--- src/hcm_pkg.sv ---
package hcm_pkg;

    localparam int CORDIC_STEPS_DEF = 16;
    localparam int SAMPLE_BITS_DEF  = 16;
    localparam int FIELD_W          = 16;
    localparam int GUARD_BITS       = 24;
    localparam int GROWTH_BITS      = 3;
    localparam int TAB_LEN          = 24;
    localparam int Z_W              = 32;
    localparam int SUM_W            = Z_W + 2;
    localparam int FRAC_W           = 16;
    localparam int H_W              = SUM_W - FRAC_W;

    localparam logic signed [Z_W-1:0]   HALF_TURN_Z = 32'sd1179648000;
    localparam logic signed [SUM_W-1:0] ROUND_HALF  = 34'sd32768;
    localparam logic signed [H_W-1:0]   FULL_TURN   = 18'sd36000;
    localparam logic signed [H_W-1:0]   TWO_TURNS   = 18'sd72000;

    localparam logic signed [Z_W-1:0] ATAN_TAB [TAB_LEN] = '{
        32'sd294912000, 32'sd174096719, 32'sd91987925, 32'sd46694507,
        32'sd23437865,  32'sd11730358,  32'sd5866610,  32'sd2933484,
        32'sd1466764,   32'sd733385,    32'sd366693,   32'sd183346,
        32'sd91673,     32'sd45837,     32'sd22918,    32'sd11459,
        32'sd5730,      32'sd2865,      32'sd1432,     32'sd716,
        32'sd358,       32'sd179,       32'sd90,       32'sd45
    };

    typedef struct packed {
        logic valid;
        logic zero;
    } t_ctl;

endpackage

--- src/hcm_cell.sv ---
module hcm_cell #(
    parameter int W    = 43,
    parameter int STEP = 0
) (
    input  logic                           i_clk,
    input  logic                           i_rst_n,
    input  logic                           i_adv,
    input  logic signed [W-1:0]            i_x,
    input  logic signed [W-1:0]            i_y,
    input  logic signed [hcm_pkg::Z_W-1:0] i_z,
    input  hcm_pkg::t_ctl                  i_ctl,
    output logic signed [W-1:0]            o_x,
    output logic signed [W-1:0]            o_y,
    output logic signed [hcm_pkg::Z_W-1:0] o_z,
    output hcm_pkg::t_ctl                  o_ctl
);
    import hcm_pkg::*;

    logic signed [W-1:0]   w_dx;
    logic signed [W-1:0]   w_dy;
    logic signed [W-1:0]   n_x;
    logic signed [W-1:0]   n_y;
    logic signed [Z_W-1:0] n_z;
    logic signed [W-1:0]   r_x;
    logic signed [W-1:0]   r_y;
    logic signed [Z_W-1:0] r_z;
    t_ctl                  r_ctl;

    assign w_dx = i_y >>> STEP;
    assign w_dy = i_x >>> STEP;

    // rotate toward the x axis, accumulate the step angle
    always_comb begin
        if (!i_y[W-1]) begin
            n_x = i_x + w_dx;
            n_y = i_y - w_dy;
            n_z = i_z + ATAN_TAB[STEP];
        end else begin
            n_x = i_x - w_dx;
            n_y = i_y + w_dy;
            n_z = i_z - ATAN_TAB[STEP];
        end
    end

    always_ff @(posedge i_clk) begin
        if (!i_rst_n) begin
            r_ctl <= '0;
        end else if (i_adv) begin
            r_ctl <= i_ctl;
        end
    end

    always_ff @(posedge i_clk) begin
        if (i_adv) begin
            r_x <= n_x;
            r_y <= n_y;
            r_z <= n_z;
        end
    end

    assign o_x   = r_x;
    assign o_y   = r_y;
    assign o_z   = r_z;
    assign o_ctl = r_ctl;

endmodule

--- config.mk ---
export PLATFORM = sky130hd
export DESIGN_NAME = hcm_cell
export DESIGN_NICKNAME = d
export VERILOG_FILES = /design/src/hcm_pkg.sv /design/src/hcm_cell.sv
export SDC_FILE = /design/constraint.sdc
export NUM_CORES = 1
export LEC_CHECK = 0
export BUFFER_PORTS_ARGS = -buffer_cell sky130_fd_sc_hd__buf_2
export CORE_UTILIZATION = 34
export CTS_BUF_LIST = sky130_fd_sc_hd__clkbuf_4 sky130_fd_sc_hd__clkbuf_8
export CTS_CLUSTER_SIZE = 12
export DETAILED_ROUTE_END_ITERATION = 6
export GPL_TIMING_DRIVEN = 0
export MAX_ROUTING_LAYER = met4
export PLACE_DENSITY = 0.66
export SYNTH_ARGS = -nofsm -noshare
export SYNTH_HDL_FRONTEND = slang
export SYNTH_SLANG_ARGS = --single-unit
--- constraint.sdc ---
create_clock -name i_clk -period 9.4 [get_ports i_clk]
set_clock_uncertainty 0.05 [all_clocks]
set_input_delay 0 -clock i_clk [delete_from_list [all_inputs] [get_ports i_clk]]
set_output_delay 0 -clock i_clk [all_outputs]
set_load 0.1 [all_outputs]
==> results.md <==
* Status: completed
* Hold Crit Class: in -> reg
* Final setup margin at about 4.8 ns
* Slew of the pin with the lowest slew margin at 1.30 ns
* Worst EP arrival at around 4.8 ns
* Antenna violations before repair at 0
* Total die area at 0.0364 sq mm
* Ys Warns at 0
* IO Pins at about 240
* Final Hold Fails at 0
* Commonest non-fill, non-tap cell in the layout: buf_2
* Initial DRT Pass Iterations at 6
* Overall Power at 2.65 mW
* Post-Route WL at 47600 microns
* Worst setup EP type: flip-flop
* Final Wtd Congestion at 0.962
* Synthesized cell area at 0.0121 sq mm
* Skew-Pair Late Insertion Delay at 0.48 ns
* Crit Path Max Fanout at 14
* Syn-to-layout area delta at 22.2%
* PortBufs at 242
* GRT overflow at 0
* Startpoint types: primary input
* Crit path kind: in -> reg
* Die height at 191 microns
* N_diodes at 0
* Post-synth EDFFs at 117
* DRC at 0
* Vias per cell at 5.51
* Reg2Reg Depth at 3
* Final net count at 2008
* Layout cells sized above 1 at roughly 19%
* Count of maximum capacitance violations at 0
* CTS sink count at 119
* Wire per inst at 21.6 microns
* Max clock buf depth at 2
* Antenna viol nets, final at 0
* Pins Over Slew Limit at 0
* TritonCTS clock tree: built
* Register area share after synthesis at 29.3%
* Synth Register Bits at 119
* Req. time, crit path at 9.58 ns
* RSZ-0062 raised after global routing: false
* Chip Width at 191 microns
* Largest area contributor in the synthesized netlist: edfxtp_1
* Syn Area/Cell at 8.44 sq um
* Core Region at 0.0348 sq mm
* Area contributors post-synth: edfxtp_1 (29%), ha_1 (14%), a21oi_1 (8.1%), xnor2_1 (6.1%), o21ai_0 (4.4%)
* Final setup viols at 0
* Cell variety after synth at 78
* Placed wire-length estimate at 38200 microns
* Leakage at 6.43 nW
* Peak VDD IR at approximately 0.18 mV
* Syn_nets at approximately 1700
* H-tree levels at 4
* Largest net degree at the start of global routing at 87
* Most used DFF post-synth: edfxtp_1
* CTS buffer count at 17
* Yosys top cell area share at slightly below 30%
* Pre-CTS setup slack at ~4.7 ns
* Total track usage at 26.8%
* First-pass GRT wire length at 71400 microns
* CTS Root Cell: clkbuf_8
* Starting Density at 34.8%
* Power per Cell Area at around 180 mW/mm^2
* Post-synth ARST share at 0%
* Commonest cells after routing, fill and taps aside: buf_2 (251), a21oi_1 (196), ha_1 (138), inv_1 (131), edfxtp_1 (117)
* Clock-pin slew on the worst setup and hold paths at 0.07 ns
* Fmax at 218 MHz
* Syn Inst Count at 1436
* Total Neg Setup Slack at 0 ns
* Row cnt at 68
* Slew Limit Headroom at between 10% and 20%
* Period minus WS final at between 4 and 5 ns
* Initial DRC Count at 1208
* Number of vias in the routed layout at 12185
* Hold depth at 3
* Fin crit share at between 40% and 50%
* Vias in the first global route at 11940
[metrics by stage]
stage / hold WS (ns) / cell area [sq um] / std cells / utilization, %
floorplan: 0.0489 / 12100 / 1436 / -
global placement: 0.128 / 13900 / 2133 / 40.0
detailed placement: 0.128 / 13900 / 2134 / 40.1
CTS: 0.00582 / 14800 / 2210 / 42.6
global route: 0.0643 / 14800 / 2210 / 42.6
finish: 0.0400 / 14800 / 2210 / 42.6
[path summary, 6_finish.rpt]
path / startpoint / to / slack, ns
min reg2reg: o_ctl[0] / o_ctl[0] / 0.49
min: i_y[41] / o_x[41] / 0.04
max reg2reg: o_ctl[1] / o_ctl[1] / 8.18
max: i_y[42] / o_z[31] / 4.80
[state kept, by name, summed over array words and instances, names as in the netlist]
signal / count
o_z: 32
o_y: 42
o_ctl: 2
o_x: 43
[per-layer routing]
| layer | vias up | part of all wire (%) | global-route usage, % |
|---|---|---|---|
| met5 | - | 0 | - |
| met4 | 0 | 2.4 | 8.31 |
| met3 | 59 | 6.9 | 3.70 |
| met2 | 540 | 45 | 40.9 |
| met1 | 5801 | 46 | 36.5 |
| li1 | 5785 | - | - |
[cell usage after synthesis, drive strengths merged, types with 7 or more instances]
cell type / instances
nand2: 78
o31ai: 9
nor3: 36
buf: 38
nor2: 117
clkbuf: 18
inv: 135
or2: 8
nor2b: 18
a211oi: 17
mux2i: 25
o211ai: 21
a31oi: 7
o21ai: 112
xor2: 9
xnor2: 84
a21oi: 196
a21o: 22
nor4: 8
nand2b: 14
ha: 138
o21bai: 46
nand4: 19
o21a: 16
nand3: 23
a21boi: 10
o2111ai: 8
edfxtp: 117
[final cells by class]
type	count	area [sq um]
well taps	455	569
multi-input cells	1121	7730
fillers	3510	20000
inverters	140	531
flip-flops and latches	119	3550
repair buffers	288	1700
clock inverters	12	178
plain buffers	56	305
clock buffers	19	249
[cells by family (layout without fill, tap and decap cells)]
group           after synthesis  count (layout)  share of synthesized area (%)
compound gates              516             516                           26.7
flops                       119             119                           29.3
mux                          25              25                           2.06
simple gates                345             345                           13.4
xor+xnor                     93              93                           6.72
fa+ha+maj                   142             142                           14.9
buf+inv                     196             515                           6.89
[power breakdown]
part	switching [mW]	total [mW]	internal, mW
logic	1.09	1.41	0.319
registers	0.0198	0.712	0.692
clock network	0.238	0.531	0.293
total	1.35	2.65	1.30
[critical path: stages]
cell           delay [ns]
buf_2                0.18
clkbuf_1             0.19
inv_1                0.28
clkbuf_1             0.64
buf_1                1.02
ha_1                 0.43
a21oi_1              0.22
nor2b_1              0.07
o21ai_0              0.23
a21oi_1              0.16
a211o_1              0.31
a31o_2               0.24
a21oi_1              0.17
xnor2_1              0.08
dlygate4sd3_1        0.55
[repair_timing]
item                                    CTS  global route
setup buffers                             0             0
hold endpoints to repair                 72             0
resized for setup                         0             0
endpoints found under the setup margin    0             0
hold buffers                             45             0
Note: power is estimated with default switching activity, not from simulation.
