`config.mk`:
```
export PLATFORM = sky130hd
export DESIGN_NAME = hcm_prep
export DESIGN_NICKNAME = d
export VERILOG_FILES = /design/src/hcm_pkg.sv /design/src/hcm_prep.sv
export SDC_FILE = /design/constraint.sdc
export NUM_CORES = 1
export LEC_CHECK = 0
export ABC_AREA = 1
export CORE_MARGIN = 2
export CORE_UTILIZATION = 67
export DETAILED_ROUTE_END_ITERATION = 16
export DONT_BUFFER_PORTS = 1
export HOLD_SLACK_MARGIN = 0.08
export PLACE_DENSITY = 0.83
export SLEW_MARGIN = 30
export SYNTH_ARGS = -nofsm -noshare
export SYNTH_HDL_FRONTEND = slang
export SYNTH_SLANG_ARGS = --single-unit
```
`constraint.sdc`:
```
create_clock -name i_clk -period 3.3 [get_ports i_clk]
set_input_delay 0.165 -clock i_clk [delete_from_list [all_inputs] [get_ports i_clk]]
set_output_delay 0.165 -clock i_clk [all_outputs]
set_load 0.05 [all_outputs]
```
`src/hcm_pkg.sv`:
```
package hcm_pkg;

    localparam int CORDIC_STEPS_DEF = 16;
    localparam int SAMPLE_BITS_DEF  = 16;
    localparam int FIELD_W          = 16;
    localparam int GUARD_BITS       = 24;
    localparam int GROWTH_BITS      = 3;
    localparam int TAB_LEN          = 24;
    localparam int Z_W              = 32;
    localparam int SUM_W            = Z_W + 2;
    localparam int FRAC_W           = 16;
    localparam int H_W              = SUM_W - FRAC_W;

    localparam logic signed [Z_W-1:0]   HALF_TURN_Z = 32'sd1179648000;
    localparam logic signed [SUM_W-1:0] ROUND_HALF  = 34'sd32768;
    localparam logic signed [H_W-1:0]   FULL_TURN   = 18'sd36000;
    localparam logic signed [H_W-1:0]   TWO_TURNS   = 18'sd72000;

    localparam logic signed [Z_W-1:0] ATAN_TAB [TAB_LEN] = '{
        32'sd294912000, 32'sd174096719, 32'sd91987925, 32'sd46694507,
        32'sd23437865,  32'sd11730358,  32'sd5866610,  32'sd2933484,
        32'sd1466764,   32'sd733385,    32'sd366693,   32'sd183346,
        32'sd91673,     32'sd45837,     32'sd22918,    32'sd11459,
        32'sd5730,      32'sd2865,      32'sd1432,     32'sd716,
        32'sd358,       32'sd179,       32'sd90,       32'sd45
    };

    typedef struct packed {
        logic valid;
        logic zero;
    } t_ctl;

endpackage

```
`src/hcm_prep.sv`:
```
module hcm_prep #(
    parameter int SAMPLE_BITS = 16,
    parameter int W           = 43
) (
    input  logic                          i_clk,
    input  logic                          i_rst_n,
    input  logic                          i_adv,
    input  logic                          i_valid,
    input  logic [hcm_pkg::FIELD_W-1:0]   i_mag_x,
    input  logic [hcm_pkg::FIELD_W-1:0]   i_mag_y,
    output logic signed [W-1:0]           o_x,
    output logic signed [W-1:0]           o_y,
    output logic signed [hcm_pkg::Z_W-1:0] o_z,
    output hcm_pkg::t_ctl                 o_ctl
);
    import hcm_pkg::*;

    logic signed [SAMPLE_BITS-1:0] w_sx;
    logic signed [SAMPLE_BITS-1:0] w_sy;
    logic signed [W-1:0]           w_ex;
    logic signed [W-1:0]           w_ey;
    logic signed [W-1:0]           n_x;
    logic signed [W-1:0]           n_y;
    logic signed [Z_W-1:0]         n_z;
    t_ctl                          n_ctl;
    logic signed [W-1:0]           r_x;
    logic signed [W-1:0]           r_y;
    logic signed [Z_W-1:0]         r_z;
    t_ctl                          r_ctl;

    generate
        if (SAMPLE_BITS <= FIELD_W) begin : g_trunc
            assign w_sx = $signed(i_mag_x[SAMPLE_BITS-1:0]);
            assign w_sy = $signed(i_mag_y[SAMPLE_BITS-1:0]);
        end else begin : g_zext
            assign w_sx = $signed({{(SAMPLE_BITS-FIELD_W){1'b0}}, i_mag_x});
            assign w_sy = $signed({{(SAMPLE_BITS-FIELD_W){1'b0}}, i_mag_y});
        end
    endgenerate

    assign w_ex = W'(w_sx);
    assign w_ey = W'(w_sy);

    // turn the left half plane by a half turn, vector is (x, -y)
    always_comb begin
        if (w_sx[SAMPLE_BITS-1]) begin
            n_x = (-w_ex) <<< GUARD_BITS;
            n_y = w_ey <<< GUARD_BITS;
            n_z = HALF_TURN_Z;
        end else begin
            n_x = w_ex <<< GUARD_BITS;
            n_y = (-w_ey) <<< GUARD_BITS;
            n_z = '0;
        end
        n_ctl.valid = i_valid;
        n_ctl.zero  = (w_sx == '0) && (w_sy == '0);
    end

    always_ff @(posedge i_clk) begin
        if (!i_rst_n) begin
            r_ctl <= '0;
        end else if (i_adv) begin
            r_ctl <= n_ctl;
        end
    end

    always_ff @(posedge i_clk) begin
        if (i_adv) begin
            r_x <= n_x;
            r_y <= n_y;
            r_z <= n_z;
        end
    end

    assign o_x   = r_x;
    assign o_y   = r_y;
    assign o_z   = r_z;
    assign o_ctl = r_ctl;

endmodule

```
==> results by group <==
Logic synthesis
  – Largest family of logic cells by synthesized area: buffers and inverters
  – Post-synthesis sequential area ratio: between 40% and 50%
  – Adder-cell share of the synthesized area: less than 1%
  – Compound-Gate Fraction of Synth Area: between 2 and 3%
  – Synth Instances: slightly above 300
  – Post-synth EDFFs: 39
  – FF+latch count, synth: 41
  – Ys Warns: 0
  – Synth Area in XOR/XNOR: between 6 and 7%
  – Simple-gate share of the synthesized area: 19.1%
  – Yosys cell types: 26
  – Most used DFF post-synth: edfxtp_1
  – Asr flop ratio synth: 0%
  – Mapped Area: approximately 2800 µm²
  – Syn Area/Cell: approximately 8.8 µm²
  – Mux cell area share after synthesis: 0%

Finish
  – Most common cell after layout, fill and taps aside: conb_1
  – Layout cells sized above 1: 8.59%
  – Design area: around 2700 µm²
  – Ant diodes: 0
  – Area Growth Syn to Fin: -1.09%
  – Nets: roughly 360
  – Most frequent cells in the layout: conb_1, nand2_1, edfxtp_1, inv_1, nor2_1

Global route
  – Antenna violations before repair: 0
  – GRT Total Usage: between 20% and 30%
  – Vias in the first global route: around 1,600
  – Largest net degree at the start of global routing: just over 40
  – First-pass GRT wire length: roughly 7300 µm
  – GR Overflow Total: 0

Floorplan
  – Die height: between 60 and 70 µm
  – Top-Level Pins: approximately 160
  – Rows: 23
  – Initial Util: 69.3%
  – Core Area: approximately 4000 µm²
  – Die area: about 4600 µm²
  – Die X: just under 70 µm

Setup path
  – CP peak stage delay: ~1000 ps
  – WS Path Type: register to primary output
  – Worst Path Required: ~3100 ps
  – Worst path arrival time: 1600 ps
  – Combined buffer and inverter count along the critical path: 1
  – Worst Setup End Kind: primary output
  – CP top delay family: flip-flops
  – Slowest-stage cell, CP: edfxtp_1
  – CP Cell Sequence: buf_12
  – CP Launch Type: register
  – CP Max Fanout: 3

Power and ir drop
  – Switch share: between 40 and 50%
  – Gate power share: 21.9%
  – PD cells: about 530 nW/µm²
  – Peak supply drop: 297 µV
  – P_sw: between 0.0006 and 0.0007 W
  – Clk network pwr share: 20.9%
  – Seq pwr share: a little under three fifths
  – Internal power: approximately 0.00083 W
  – Leakage: 1.30 nW

Placement
  – HPWL Detailed: between 3000 and 4000 µm
  – GP Congestion: ~0.8
  – Port bufs: 0
  – Dpl cell area: about 2500 µm²

Detailed routing
  – Routed wl met3: about 660 µm
  – First-iteration detailed-routing DRC count: 185
  – Met2 wire len: between 2000 and 3000 µm
  – Top Metal Used: met4
  – Drt wl/cell: 13.5 µm
  – Vias: about 1,800
  – DRC Markers: 0
  – WL final: between 5000 and 6000 µm
  – DRT antenna net count: 0
  – Via density per instance: 4.72
  – M1 WL: 1810 µm
  – Drt first pass iters: 4

Timing
  – Slew Viols, Final: 0
  – Worst-Margin Slew: between 900 and 1000 ps
  – Hold Vio Cnt, Final: 0
  – # setup viols final: 0
  – Final min period: between 1500 and 2000 ps
  – Slew headroom: between 30 and 40%
  – Max Freq: 0.566 GHz
  – Fin Clk Skew: 0 ps
  – Sum Neg Setup Slack: 0 ps
  – Period utilisation layout: approximately 54%
  – RSZ-0062 raised after global routing: false

Run status
  – Status: completed

Hold path
  – Min-delay worst type: input pin to register

Clocking
  – CTS Buf Count: 5
  – Clock sinks: 41
  – CTS tree: built
  – Max Buffers Root-to-Sink: 2
  – Worst-Skew Late Latency: a little under 300 ps
  – Worst-path clk slew: ~70 ps
  – Clk root buf: clkbuf_8
  – Post-CTS Setup Inserts: 0
  – CTS H-Tree Depth: 2

Run
  – Max-Cap Viols: 0
-- worst reg2reg max path: stages, from the launching register on --
cell and delay, ps:
dfxtp_1 650, nand2_1 100, a21oi_1 170
-- through the flow --
step	power [W]	util, %	hold WS (ps)	std cells	setup WS [ps]
4_1_cts	0.00144	68.2	88.9	375	1530
5_1_grt	0.00150	68.5	84.1	376	1490
6_report	0.00145	68.5	86.1	376	1530
3_5_place_dp	0.00113	63.3	264	357	1850
3_3_place_gp	0.00112	63.3	264	357	1860
2_1_floorplan	0.00118	-	264	388	2100
-- final timing paths --
path | startpoint | endpoint | slack (ps) | depth (start not counted)
min reg2reg | o_ctl[0]$_SDFFE_PN0P_ | o_ctl[0]$_SDFFE_PN0P_ | 730 | 2
max reg2reg | o_ctl[0]$_SDFFE_PN0P_ | o_ctl[0]$_SDFFE_PN0P_ | 2300 | 2
min | i_mag_y[3] | o_y[27]$_DFFE_PP_ | 90 | 1
max | o_z[26]$_DFFE_PP_ | o_z[26] | 1530 | 1
-- timing repair --
| item | in CTS | in global routing |
|---|---|---|
| hold buffers | 11 | 1 |
| setup endpoints to repair | 0 | 0 |
| hold endpoints to repair | 49 | 1 |
| gates resized for setup | 0 | 0 |
-- per-layer routing --
metal,GRT usage (%),vias to the layer above
met2,38.1,124
met3,8.22,6
met1,23.3,799
met5,0,-
met4,9.00,0
li1,-,847
-- logic make-up (layout without fill, tap and decap cells) --
kind of cell / count (synthesis) / after routing
xor+xnor: 18 / 18
buf+inv: 118 / 56
other cells: 1 / 78
compound gates: 12 / 12
simple gates: 119 / 119
flops: 41 / 41
fa+ha+maj: 2 / 2
-- sequential cells by signal, summed over array words and instances, names as in the netlist --
signal  cells
o_x        19
o_y        19
o_ctl       2
o_z         1
-- power groups by stage --
| stage | Sequential, W | Combinational, W | Clock (W) |
|---|---|---|---|
| finish | 0.000828 | 0.000316 | 0.000301 |
| global route | 0.000833 | 0.000337 | 0.000327 |
| CTS | 0.000829 | 0.000312 | 0.000301 |
| detailed placement | 0.000840 | 0.000290 | 0 |
| global placement | 0.000837 | 0.000282 | 0 |
| floorplan | 0.000828 | 0.000352 | 0 |
-- cell type report --
class	count	area (µm²)
fillers	317	1250
well taps	50	62.6
flip-flops and latches	41	1210
multi-input cells	229	1080
repair buffers	13	150
clock inverters	1	3.75
inverters	36	135
clock buffers	6	72.6
-- synth_stat cells, types with 2 or more instances --
master,instances,share of area [%]
a21oi_1,2,0.36
ha_1,2,0.91
nor3_1,3,0.55
nand3_1,16,2.9
inv_1,30,4.1
nand3_2,2,0.73
buf_2,3,0.55
nand2_1,64,8.7
inv_2,6,0.82
nor2_2,4,0.91
nand2_2,5,1.1
xnor2_1,2,0.64
o21ai_0,8,1.5
xor2_1,15,4.8
dfxtp_1,2,1.5
nor2_1,21,2.9
buf_4,79,22
edfxtp_1,39,43
(Power assumes the default switching activity.)
