File: src/hcm_pkg.sv
package hcm_pkg;

    localparam int CORDIC_STEPS_DEF = 16;
    localparam int SAMPLE_BITS_DEF  = 16;
    localparam int FIELD_W          = 16;
    localparam int GUARD_BITS       = 24;
    localparam int GROWTH_BITS      = 3;
    localparam int TAB_LEN          = 24;
    localparam int Z_W              = 32;
    localparam int SUM_W            = Z_W + 2;
    localparam int FRAC_W           = 16;
    localparam int H_W              = SUM_W - FRAC_W;

    localparam logic signed [Z_W-1:0]   HALF_TURN_Z = 32'sd1179648000;
    localparam logic signed [SUM_W-1:0] ROUND_HALF  = 34'sd32768;
    localparam logic signed [H_W-1:0]   FULL_TURN   = 18'sd36000;
    localparam logic signed [H_W-1:0]   TWO_TURNS   = 18'sd72000;

    localparam logic signed [Z_W-1:0] ATAN_TAB [TAB_LEN] = '{
        32'sd294912000, 32'sd174096719, 32'sd91987925, 32'sd46694507,
        32'sd23437865,  32'sd11730358,  32'sd5866610,  32'sd2933484,
        32'sd1466764,   32'sd733385,    32'sd366693,   32'sd183346,
        32'sd91673,     32'sd45837,     32'sd22918,    32'sd11459,
        32'sd5730,      32'sd2865,      32'sd1432,     32'sd716,
        32'sd358,       32'sd179,       32'sd90,       32'sd45
    };

    typedef struct packed {
        logic valid;
        logic zero;
    } t_ctl;

endpackage

File: src/hcm_wrap.sv
module hcm_wrap (
    input  logic                           i_clk,
    input  logic                           i_rst_n,
    input  logic                           i_adv,
    input  logic signed [hcm_pkg::Z_W-1:0] i_z,
    input  hcm_pkg::t_ctl                  i_ctl,
    input  logic signed [15:0]             i_offset,
    output logic                           o_valid,
    output logic [15:0]                    o_heading
);
    import hcm_pkg::*;

    logic signed [Z_W-1:0]   w_z;
    logic signed [SUM_W-1:0] w_total;
    logic signed [H_W-1:0]   n_h;
    logic signed [H_W-1:0]   n_wrap;
    logic signed [H_W-1:0]   r_h;
    logic                    r_v1;
    logic [15:0]             r_heading;
    logic                    r_v2;

    assign w_z = i_ctl.zero ? '0 : i_z;

    // add offset, round half up to hundredths
    always_comb begin
        w_total = SUM_W'(w_z) + $signed({{2{i_offset[15]}}, i_offset, 16'h0}) + ROUND_HALF;
        n_h     = $signed(w_total[SUM_W-1:FRAC_W]);
    end

    always_comb begin
        if (r_h < -FULL_TURN) begin
            n_wrap = r_h + TWO_TURNS;
        end else if (r_h < 0) begin
            n_wrap = r_h + FULL_TURN;
        end else if (r_h >= FULL_TURN) begin
            n_wrap = r_h - FULL_TURN;
        end else begin
            n_wrap = r_h;
        end
    end

    always_ff @(posedge i_clk) begin
        if (!i_rst_n) begin
            r_v1 <= 1'b0;
            r_v2 <= 1'b0;
        end else if (i_adv) begin
            r_v1 <= i_ctl.valid;
            r_v2 <= r_v1;
        end
    end

    always_ff @(posedge i_clk) begin
        if (i_adv) begin
            r_h       <= n_h;
            r_heading <= n_wrap[15:0];
        end
    end

    assign o_valid   = r_v2;
    assign o_heading = r_heading;

endmodule

File: config.mk
export PLATFORM = sky130hd
export DESIGN_NAME = hcm_wrap
export DESIGN_NICKNAME = d
export VERILOG_FILES = /design/src/hcm_pkg.sv /design/src/hcm_wrap.sv
export SDC_FILE = /design/constraint.sdc
export NUM_CORES = 1
export LEC_CHECK = 0
export BUFFER_PORTS_ARGS = -buffer_cell sky130_fd_sc_hd__buf_2
export CORE_MARGIN = 3
export CORE_UTILIZATION = 30
export CTS_CLUSTER_DIAMETER = 150
export DETAILED_ROUTE_END_ITERATION = 16
export GPL_ROUTABILITY_DRIVEN = 0
export MAX_ROUTING_LAYER = met4
export SYNTH_ARGS = -nofsm -noshare
export SYNTH_HDL_FRONTEND = slang
export SYNTH_SLANG_ARGS = --single-unit
File: constraint.sdc
create_clock -name i_clk -period 3.6 [get_ports i_clk]
set_input_delay 0 -clock i_clk [delete_from_list [all_inputs] [get_ports i_clk]]
set_output_delay 0 -clock i_clk [all_outputs]
set_load 0.05 [all_outputs]
==> flow_summary.json, run 1 <==
{
  "synth.avg_cell_area_um2": 10.1,
  "placed_area_um2": 3360,
  "swShare": 0.380,
  "p_leak_nw": 1.43,
  "cts_resized": 0,
  "synth_enable_flop_cells": 34,
  "grt_pass1_wl_um": 10500,
  "die_area_um2": 11300,
  "first_pass_iters": 4,
  "clkLatencyLatePin_ps": 290,
  "slew_headroom": 0.486,
  "crit_type": "reg -> reg",
  "rsz0062_at_grt": "false",
  "startpoint": "r_h[6]",
  "gr-total-overflow": 0,
  "cts_sinks": 36,
  "status": "complete, but fails checks",
  "ys_ff_latch": 36,
  "cts.clk_slew.worst_paths_ps": 80,
  "port_buffers": 54,
  "vias_per_cell": 4.98,
  "yosys-top-cells-count": "edfxtp_1 (34), a21oi_1 (24), ha_1 (22), nor2b_1 (22), nand2_1 (20)",
  "power_density_nw_per_um2": 463,
  "cp-end-kind": "flop",
  "drive_gt1_frac": 0.238,
  "fin_tns_setup_ps": 0,
  "critPathArrivalTime_ps": 2640,
  "drc": 0,
  "first_iter_violations": 89,
  "fin_area_um2": 3480,
  "initial_core_util": 0.309,
  "pwr-share-seq": 0.391,
  "p_total_w": 0.00161,
  "whs_ps": -5.67,
  "synth-async-reset-ratio": 0,
  "yosysWarningCount": 0,
  "die_h_um": 107,
  "maxSlewViolCount": 0,
  "cap_violations": 0,
  "worst_pin_slew_ps": 770,
  "cts_buffer_depth": 2,
  "htree_levels": 2,
  "nFillCells": 1041,
  "max_freq_ghz": 0.384,
  "violations": "hold timing",
  "ant_nets": 0,
  "grt_pass1_vias": 2272,
  "grt_max_degree": 37,
  "fp.coreArea_um2": 9820,
  "synth_top_area_frac": 0.337,
  "switchingPower_w": 0.000612,
  "wl_per_cell_um": 13.0,
  "period_needed_ps": 2610,
  "synth-seq-area-share": 0.350,
  "cts_tree": "built",
  "synth_top_cell_by_area": "edfxtp_1",
  "critPathMaxFanout": 7,
  "synth_ff_type": "edfxtp_1",
  "syn_nets": 376,
  "synth_area_leaders": "edfxtp_1 (34%), ha_1 (9.1%), nor2b_1 (4.5%)",
  "root_buffer": "clkbuf_8",
  "clkPwrFrac": 0.224,
  "hold_violations": 1,
  "finalSetupViolCount": 0,
  "die_w_um": 107,
  "mappedNetlistArea_um2": 3030,
  "vias": 2400,
  "hold_path_class": "in -> reg",
  "min-delay-start": "i_ctl[1]",
  "drt_wl_total_um": 6250,
  "internal_power_w": 0.000998,
  "r2r_start": "r_h[6]",
  "antenna_found_initial": 0,
  "area_growth_pct": 14.8,
  "skew_ps": 5.28,
  "dp_hpwl_um": 4800,
  "cp.required_ps": 3630,
  "cts_buffers": 5,
  "nNetsFinal": 424,
  "start_kind": "flop",
  "pwr-share-comb": 0.384,
  "period_share": 0.724,
  "n_antenna_cell": 0,
  "io_pins": 70,
  "ir_drop_v": 0.000183,
  "core.rowCount": 36,
  "yosysMostFrequentCell": "edfxtp_1",
  "grt_usage": 0.114,
  "ys_types": 71,
  "synthCells": 300
}
==> cell families after synthesis <==
group                    Yosys count  share of synthesized area
XOR/XNOR                          21                     0.0607
multiplexers                       4                     0.0149
adder cells (fa/ha/maj)           23                     0.0974
AND/OR/NAND/NOR                  101                      0.199
flip-flops                        36                      0.350
AO/OA/AOI/OAI                     95                      0.232
buffers and inverters             20                     0.0458
==> sequential cells by signal (all words and copies together), names as in the netlist <==
register and count:
o_heading 16, o_valid 1, r_h 18, r_v1 1
==> cell type report <==
cell class / instances / area, µm² / area share
clock buffers: 5 / 68.8 / 0.0198
clock inverters: 3 / 46.3 / 0.0133
well taps: 133 / 166 / 0.0478
multi-input cells: 244 / 1830 / 0.526
flip-flops and latches: 36 / 1060 / 0.305
inverters: 5 / 18.8 / 0.00539
repair buffers: 56 / 288 / 0.0827
==> critical path, cell delays in order (launching register included) <==
cell and delay [ps]:
edfxtp_1 470, inv_1 200, ha_1 170, nor4b_1 270
and4_1 390, nor3_2 90, o2111a_1 240, or4_1 510
==> timing repair <==
item	4_1_cts	5_1_grt
setup buffers	0	0
hold buffers	1	0
hold endpoints to repair	2	0
==> stage by stage <==
step	setup WS [ps]	std cells	hold WS, ps	util
2_1_floorplan	1330	300	112	-
3_3_place_gp	1050	473	222	0.342
3_5_place_dp	979	473	235	0.342
4_1_cts	964	482	0.534	0.354
5_1_grt	819	482	9.96	0.354
6_report	993	482	-5.67	0.354
==> layout by cell type (no fill, tap or decap), drive strengths merged, types with 2 or more instances in the layout <==
cell	count
a31oi	5
o21ai	11
o21a	3
nand2b	4
ha	22
buf	55
dfxtp	2
nor2b	22
inv	6
or3	4
a21o	10
nand2	21
o311ai	2
edfxtp	34
nand3	9
a22oi	2
nor3	7
o21bai	3
nor4b	2
or2	2
a211oi	4
nand3b	2
a21oi	25
a2111oi	2
a21bo	2
xnor2	11
a311oi	3
or4	3
clkbuf	5
nor4	2
xor2	10
and3	4
o211ai	6
mux2i	3
o31ai	3
nor2	13
==> metal layers <==
metal,GRT usage,routed length (µm)
met5,-,0
met2,0.179,2860
met4,0.0347,86
met1,0.152,2990
met3,0.0194,312
==> worst paths after layout <==
kind	to	slack, ps	cells after the start
min reg2reg	o_heading[2]	470	0
max reg2reg	o_heading[7]	990	7
max	o_heading[7]	990	7
min	r_v1	-6	3
==> power groups by stage <==
stage	clock network [W]	registers (W)	logic, W
after floorplan	0	0.000732	0.000405
after global placement	0	0.000637	0.000611
after detailed placement	0	0.000639	0.000615
after CTS	0.000377	0.000629	0.000619
after global routing	0.000393	0.000642	0.000679
final	0.000361	0.000630	0.000619
Note: power is estimated with default switching activity, not from simulation.
==> inputs of run 2 (changes only) <==
==> constraint.sdc (replaced) <==
create_clock -name i_clk -period 2.4 [get_ports i_clk]
set_input_delay 0 -clock i_clk [delete_from_list [all_inputs] [get_ports i_clk]]
set_output_delay 0 -clock i_clk [all_outputs]
set_load 0.05 [all_outputs]
==> run 2 against run 1 <==
The run now ends clean. Clock-buffer cell count unchanged. Hold slack better by 83 ps. Clock power rose by 20%. Clock skew is 4.3 ps higher. Fmax is 15% higher. First-iteration DRC count fell by 12%. Wire length increased by 3.5%. Critical path type unchanged. Critical endpoint unchanged.
==> flow_summary.json, run 2 (synthesis gave the netlist of run 1 again) <==
{
  "status": "complete, no violations",
  "die_w_um": 107,
  "drive_gt1_frac": 0.283,
  "nNetsFinal": 443,
  "hold_path_class": "in -> reg",
  "cap_violations": 0,
  "maxSlewViolCount": 0,
  "cts_tree": "built",
  "post_cts_buffers": 0,
  "drt_wl_total_um": 6470,
  "dp_hpwl_um": 5190,
  "vias_per_cell": 4.98,
  "wl_per_cell_um": 12.9,
  "grt_pass1_vias": 2383,
  "worst_pin_slew_ps": 785,
  "cts_buffers": 5,
  "grt_usage": 0.120,
  "cp.required_ps": 2420,
  "first_iter_violations": 78,
  "max_freq_ghz": 0.440,
  "root_buffer": "clkbuf_8",
  "mostFrequentLayoutCells": "buf_2 (54), edfxtp_1 (34), a21oi_1 (24)",
  "period_share": 0.948,
  "vias": 2493,
  "finalSetupViolCount": 0,
  "skew_ps": 9.61,
  "critPathArrivalTime_ps": 2300,
  "critPathMaxFanout": 6,
  "power_density_nw_per_um2": 657,
  "placed_area_um2": 3490,
  "hold_violations": 0,
  "io_pins": 70,
  "cts_sinks": 36,
  "port_buffers": 54,
  "antenna_found_initial": 0,
  "whs_ps": 77.8,
  "period_needed_ps": 2270,
  "largest_register_ffs": 18,
  "die_h_um": 107,
  "htree_levels": 2,
  "clkLatencyLatePin_ps": 290,
  "start_kind": "flop",
  "rsz0062_at_grt": "false",
  "crit_type": "reg -> reg",
  "drc": 0,
  "fin_tns_setup_ps": 0,
  "cts_buffer_depth": 2,
  "p_leak_nw": 1.51,
  "grt_pass1_wl_um": 11000,
  "cp-end-kind": "flop",
  "core.rowCount": 36,
  "ir_drop_v": 0.000253,
  "cts.clk_slew.worst_paths_ps": 80,
  "fp.coreArea_um2": 9820,
  "gr-total-overflow": 0,
  "postLayoutCoreUtil": 0.369,
  "slew_headroom": 0.477,
  "area_growth_pct": 19.4,
  "first_pass_iters": 4,
  "n_antenna_cell": 0,
  "final_common_cell": "buf_2",
  "initial_core_util": 0.309,
  "fin_cells": 501,
  "die_area_um2": 11300,
  "ant_nets": 0,
  "dpl.cell_count": 491,
  "grt_max_degree": 37,
  "largest-register": "r_h",
  "fin_area_um2": 3620
}
run 2: cell types whose count changed in the layout (fill, tap and decap cells not counted), sizes merged:
cell	change
dlygate4sd3	+1
bufinv	-1
clkinv	+1
inv	-1
buf	+18
clkinvlp	+1
run 2: what timing repair did:
item	CTS	global route
gates resized for setup	0	3
endpoints found under the hold margin	2	0
hold buffers	2	0
setup endpoints to repair	0	4
run 2: power breakdown:
| part | switching, W | total, W | internal [W] |
|---|---|---|---|
| sequential | 0.0000747 | 0.000912 | 0.000838 |
| combinational | 0.000632 | 0.00103 | 0.000398 |
| clock | 0.000229 | 0.000435 | 0.000205 |
run 2: layout make-up:
cell class | count | area (µm²)
clock buffers | 5 | 68.8
well taps | 133 | 166
clock inverters | 3 | 23.8
repair buffers | 75 | 433
flip-flops and latches | 36 | 1060
inverters | 5 | 18.8
multi-input cells | 244 | 1850
fillers | 1043 | 6200
run 2: layer usage:
metal | vias to the layer above | GRT usage | wire (µm) | part of all wire
met3 | 12 | 0.0213 | 280 | 0.043
met2 | 66 | 0.195 | 3040 | 0.47
met5 | - | - | 0 | 0
met1 | 1135 | 0.154 | 3030 | 0.47
li1 | 1280 | - | - | -
met4 | 0 | 0.0356 | 118 | 0.018
run 2: final timing paths:
kind                    start      endpoint  slack (ps)  cells after the start
setup / recovery       r_h[6]  o_heading[7]         130                      8
hold / removal    i_offset[0]        r_h[0]          80                      2
setup reg to reg       r_h[6]  o_heading[7]         130                      8
hold reg to reg        r_h[2]  o_heading[2]         490                      0
run 2: critical path, stage by stage (launching register included):
cell      delay, ps
edfxtp_1        390
buf_4           160
ha_1            200
a21oi_2         270
o211ai_2        130
buf_4           170
nand2_1         120
nor4_1           70
or4_1           490
run 2: through the flow:
| step | setup slack, ps | total power, W |
|---|---|---|
| after CTS | 71.8 | 0.00239 |
| after floorplan | 133 | 0.00171 |
| after global routing | 13.8 | 0.00253 |
| after global placement | 117 | 0.00193 |
| after detailed placement | 92.6 | 0.00194 |
| final | 125 | 0.00238 |
